File: config.mk
export PLATFORM = sky130hd
export DESIGN_NAME = twem_div
export DESIGN_NICKNAME = d
export VERILOG_FILES = /design/src/sv/twem_pkg.sv /design/src/sv/twem_div.sv
export SDC_FILE = /design/constraint.sdc
export NUM_CORES = 1
export LEC_CHECK = 0
export ABC_CLOCK_PERIOD_IN_PS = 4000
export BUFFER_PORTS_ARGS = -buffer_cell sky130_fd_sc_hd__buf_2
export CORE_MARGIN = 1.5
export CORE_UTILIZATION = 45
export CTS_CLUSTER_SIZE = 8
export DETAILED_ROUTE_END_ITERATION = 8
export PLACE_DENSITY = 0.65
export SYNTH_ARGS = -nofsm -noshare
export SYNTH_HDL_FRONTEND = slang
export SYNTH_SLANG_ARGS = --single-unit
File: constraint.sdc
create_clock -name clk -period 4 [get_ports clk]
set_clock_uncertainty 0.15 [all_clocks]
set_input_delay 0.8 -clock clk [delete_from_list [all_inputs] [get_ports clk]]
set_output_delay 0.8 -clock clk [all_outputs]
set_load 0.02 [all_outputs]
File: src/sv/twem_pkg.sv
package twem_pkg;

	localparam int CNT_W   = 13;
	localparam int SHIFT_W = 3;
	localparam int WGT_W   = 8;
	localparam int IDX_W   = 12;
	localparam int SCALE_W = 7;
	localparam int SUM_W   = 22;
	localparam int QUO_W   = 8;
	localparam int CFG_W   = 13;

	localparam logic [WGT_W-1:0]   WEIGHT_RESET = 8'd128;
	localparam logic [SHIFT_W-1:0] SHIFT_RESET  = 3'd3;
	localparam logic [CNT_W-1:0]   COUNT_RESET  = 13'd4096;

	typedef enum logic [1:0] {
		OP_SAMPLE = 2'd0,
		OP_FILL   = 2'd1,
		OP_MEAN   = 2'd2
	} op_t;

	typedef enum logic {
		REG_SHIFT = 1'b0,
		REG_TILES = 1'b1
	} reg_idx_t;

	typedef struct packed {
		logic [1:0]       operation;
		logic [WGT_W-1:0] sample_value;
		logic [WGT_W-1:0] fill_value;
	} twem_in_t;

	typedef struct packed {
		logic [IDX_W-1:0] tile_index;
		logic [WGT_W-1:0] new_weight;
		logic             frame_done;
		logic [WGT_W-1:0] mean_weight;
	} twem_out_t;

endpackage

File: src/sv/twem_div.sv
// restoring divider, one quotient bit per cycle, quotient known to fit QUO_W bits
module twem_div (
	input  logic                        clk,
	input  logic                        arst_n,
	input  logic                        start,
	input  logic [twem_pkg::SUM_W-1:0]  dividend,
	input  logic [twem_pkg::CNT_W-1:0]  divisor,
	output logic                        done,
	output logic [twem_pkg::QUO_W-1:0]  quotient
);
	import twem_pkg::*;

	localparam int STEP_W = $clog2(QUO_W);

	logic              busy_q;
	logic              done_q;
	logic [STEP_W-1:0] step_q;
	logic [SUM_W-1:0]  rem_q;
	logic [CNT_W-1:0]  dsr_q;
	logic [QUO_W-1:0]  quo_q;
	logic [SUM_W-1:0]  trial;

	assign trial = SUM_W'(dsr_q) << step_q;

	always_ff @(posedge clk or negedge arst_n) begin
		if (!arst_n) begin
			busy_q <= 1'b0;
			done_q <= 1'b0;
			step_q <= '0;
		end else begin
			done_q <= 1'b0;
			if (start) begin
				busy_q <= 1'b1;
				step_q <= STEP_W'(QUO_W - 1);
			end else if (busy_q) begin
				if (step_q == '0) begin
					busy_q <= 1'b0;
					done_q <= 1'b1;
				end else begin
					step_q <= step_q - STEP_W'(1);
				end
			end
		end
	end

	always_ff @(posedge clk) begin
		if (start) begin
			rem_q <= dividend;
			dsr_q <= divisor;
			quo_q <= '0;
		end else if (busy_q) begin
			if (rem_q >= trial) begin
				rem_q         <= rem_q - trial;
				quo_q[step_q] <= 1'b1;
			end
		end
	end

	assign done     = done_q;
	assign quotient = quo_q;
endmodule

==> run metrics <==
status finished clean; RD Place Congestion approximately 0.87; yosys synthesis warning count 0; Longest Clk Path Bufs 2; startpoint types register; FMAX 279 MHz; Primary FF master, synth edfxtp_1; peak supply drop between 0.3 and 0.4 mV; initial antenna violation count 0; commonest non-fill, non-tap cells in the layout 53 x nand2_1, 46 x buf_2, 35 x edfxtp_1; die area 0.00819 mm^2; CP dominant cell by count a21oi_1; insertion delay to the later sink of the worst-skew pair around 0.30 ns; sequential-to-total area share from yosys stat 0.388; CP cell instances mux4_2, mux2i_1, ha_1, a21oi_1, a21oi_1, or2_2, o31a_1, a31oi_1, xnor2_1, o21ai_1; DR iter-0 viols about 150; total grt overflow 0; hold buffers post-CTS 0; Fin Hold WS about 0.15 ns; Critical-path top delay cell dfrtp_2; vias in the first global route ~2800; Fill cells between 600 and 700; GRT Total Usage 0.206; Root Driver clkbuf_8; final setup vio count 0; CP Capture Type register; family with the most delay on the worst path compound AO/OA/AOI/OAI gates; TNS Setup 0 ns; DRT Wirelength between 8000 and 9000 um; via count 2924; Core Util, Final 0.539; syn nets ~420; CTS H-Tree Depth 2; Critical Path Fanout Max 16; most common cell after layout, fill and taps aside nand2_1; worst reg2reg path depth 10; share of layout cells above drive strength 1 0.209; Synth-to-Final Area Change 14.7%; HP Class primary input to async pin; Cell variety after synth 54; vias per cell 5.78; PwrDens slightly below 700 mW/mm^2; DRC 0; first-pass GRT wire length 13500 um; Boundary Pins 47; CTS clk-pin slew, worst paths 0.10 ns; post-DP HPWL about 6400 um; Max Slew Vio Count 0; chip width about 90 um; Yosys reg bits between 40 and 50; WS Path Type register to register; cts bufs inserted 5; pin count of the biggest net entering global routing 26; # Max-Cap Violations 0; worst rel slew slack 0.669; Fin. Hold Viols 0; Power Total roughly 2.7 mW; FP Rows 31; final worst-path cycle share 0.897; CP peak stage delay about 0.60 ns; Slew @ Worst Pin roughly 0.49 ns; Die H just over 90 um; drt wl/cell 16.4 um; antenna-violating nets left 0; Worst Path Arrival about 3.5 ns; DRT Pass-1 Iters 4; Worst path depth 10; Buffers & Inverters on Critical Path 0; Mapped Avg Cell Area 9.57 um^2; Post-synth EDFFs 35; CTS Sinks 48; P_leak about 1.7 nW; synthesized area 0.00345 mm^2; CP required 3.91 ns; ys async rst share 0.104; Initial Util 0.470; post-CTS setup repair buffer count 0; RSZ-0062 raised after global routing no; CTS tree yes; core area between 0.007 and 0.008 mm^2; ANT cells 0; Gate Count Post-Synth 360; PortBufs 46; fin nets about 470; Tmin final 3.59 ns
[through the flow]
stage	cells	area, um^2	setup WS [ns]
global route	506	3950	0.174
detailed placement	498	3830	0.233
finish	506	3950	0.411
floorplan	360	3450	0.0420
CTS	506	3950	0.219
global placement	498	3830	0.246
[flip-flops by register name (all words and copies together) (netlist names)]
| name | count |
|---|---|
| busy_q | 1 |
| done | 1 |
| dsr_q | 13 |
| quotient | 8 |
| rem_q | 22 |
| step_q | 3 |
[Yosys cell counts (7+ instances only)]
cell | count | area share
nand2_1 | 53 | 0.058
edfxtp_1 | 35 | 0.31
a21oi_1 | 23 | 0.033
ha_1 | 22 | 0.080
o21ai_0 | 21 | 0.031
inv_1 | 19 | 0.021
clkbuf_1 | 15 | 0.016
mux2i_1 | 14 | 0.041
a21o_1 | 13 | 0.028
nor2_1 | 12 | 0.013
nand3_1 | 9 | 0.013
dfxtp_1 | 8 | 0.046
xnor2_1 | 8 | 0.020
mux4_2 | 7 | 0.046
nor3_1 | 7 | 0.010
[cells by family (layout without fill, tap and decap cells)]
kind of cell               count (synthesis)  in the layout  share of synthesized area
adders and majority gates                 23             23                     0.0857
xor gates and xnor gates                  14             14                     0.0356
AOI/OAI and AO/OA                        104            104                      0.202
and+or+nand+nor                          110            110                      0.153
buffers and inverters                     38             85                     0.0425
DFF                                       48             48                      0.388
muxes                                     23             23                     0.0930
[routing by layer]
layer / wire (um) / track usage
met5: 0 / 0
met3: 370 / 0.0311
met4: 139 / 0.0489
met1: 3880 / 0.281
met2: 3910 / 0.344
[final cells by class]
class / count / area (um^2) / share of cell area
Tap cell: 99 / 124 / 0.0313
Clock buffer: 8 / 123 / 0.0310
Inverter: 19 / 71.3 / 0.0180
Multi-Input combinational cell: 274 / 1960 / 0.497
Timing Repair Buffer: 58 / 333 / 0.0842
Sequential cell: 48 / 1340 / 0.339
[timing repair]
item,CTS,global route
resized for setup,0,2
endpoints found under the setup margin,0,32
endpoints found under the hold margin,0,0
[worst register-to-register path: cells and delay by family, from the launching register on]
| family | cells | cell delay [ns] |
|---|---|---|
| DFF | 1 | 0.60 |
| AOI/OAI and AO/OA | 5 | 0.96 |
| xor gates and xnor gates | 1 | 0.16 |
| muxes | 2 | 0.84 |
| adders and majority gates | 1 | 0.36 |
| and+or+nand+nor | 1 | 0.29 |
[final timing paths]
path	slack, ns	from	to
max	0.41	step_q[0]$_DFFE_PN0P_	rem_q[21]$_DFFE_PP_
min	0.15	arst_n	step_q[2]$_DFFE_PN0P_
max reg2reg	0.41	step_q[0]$_DFFE_PN0P_	rem_q[21]$_DFFE_PP_
min reg2reg	0.31	quotient[2]$_SDFFE_PP0P_	quotient[2]$_SDFFE_PP0P_
max in group asynchronous	3.40	arst_n	step_q[0]$_DFFE_PN0P_
min in group clk	0.31	quotient[2]$_SDFFE_PP0P_	quotient[2]$_SDFFE_PP0P_
[power by group]
| part | switching (mW) | internal [mW] | total (mW) |
|---|---|---|---|
| clock | 0.176 | 0.200 | 0.376 |
| sequential | 0.0862 | 0.721 | 0.807 |
| combinational | 0.864 | 0.657 | 1.52 |
| total | 1.13 | 1.58 | 2.70 |
(Power assumes the default switching activity.)
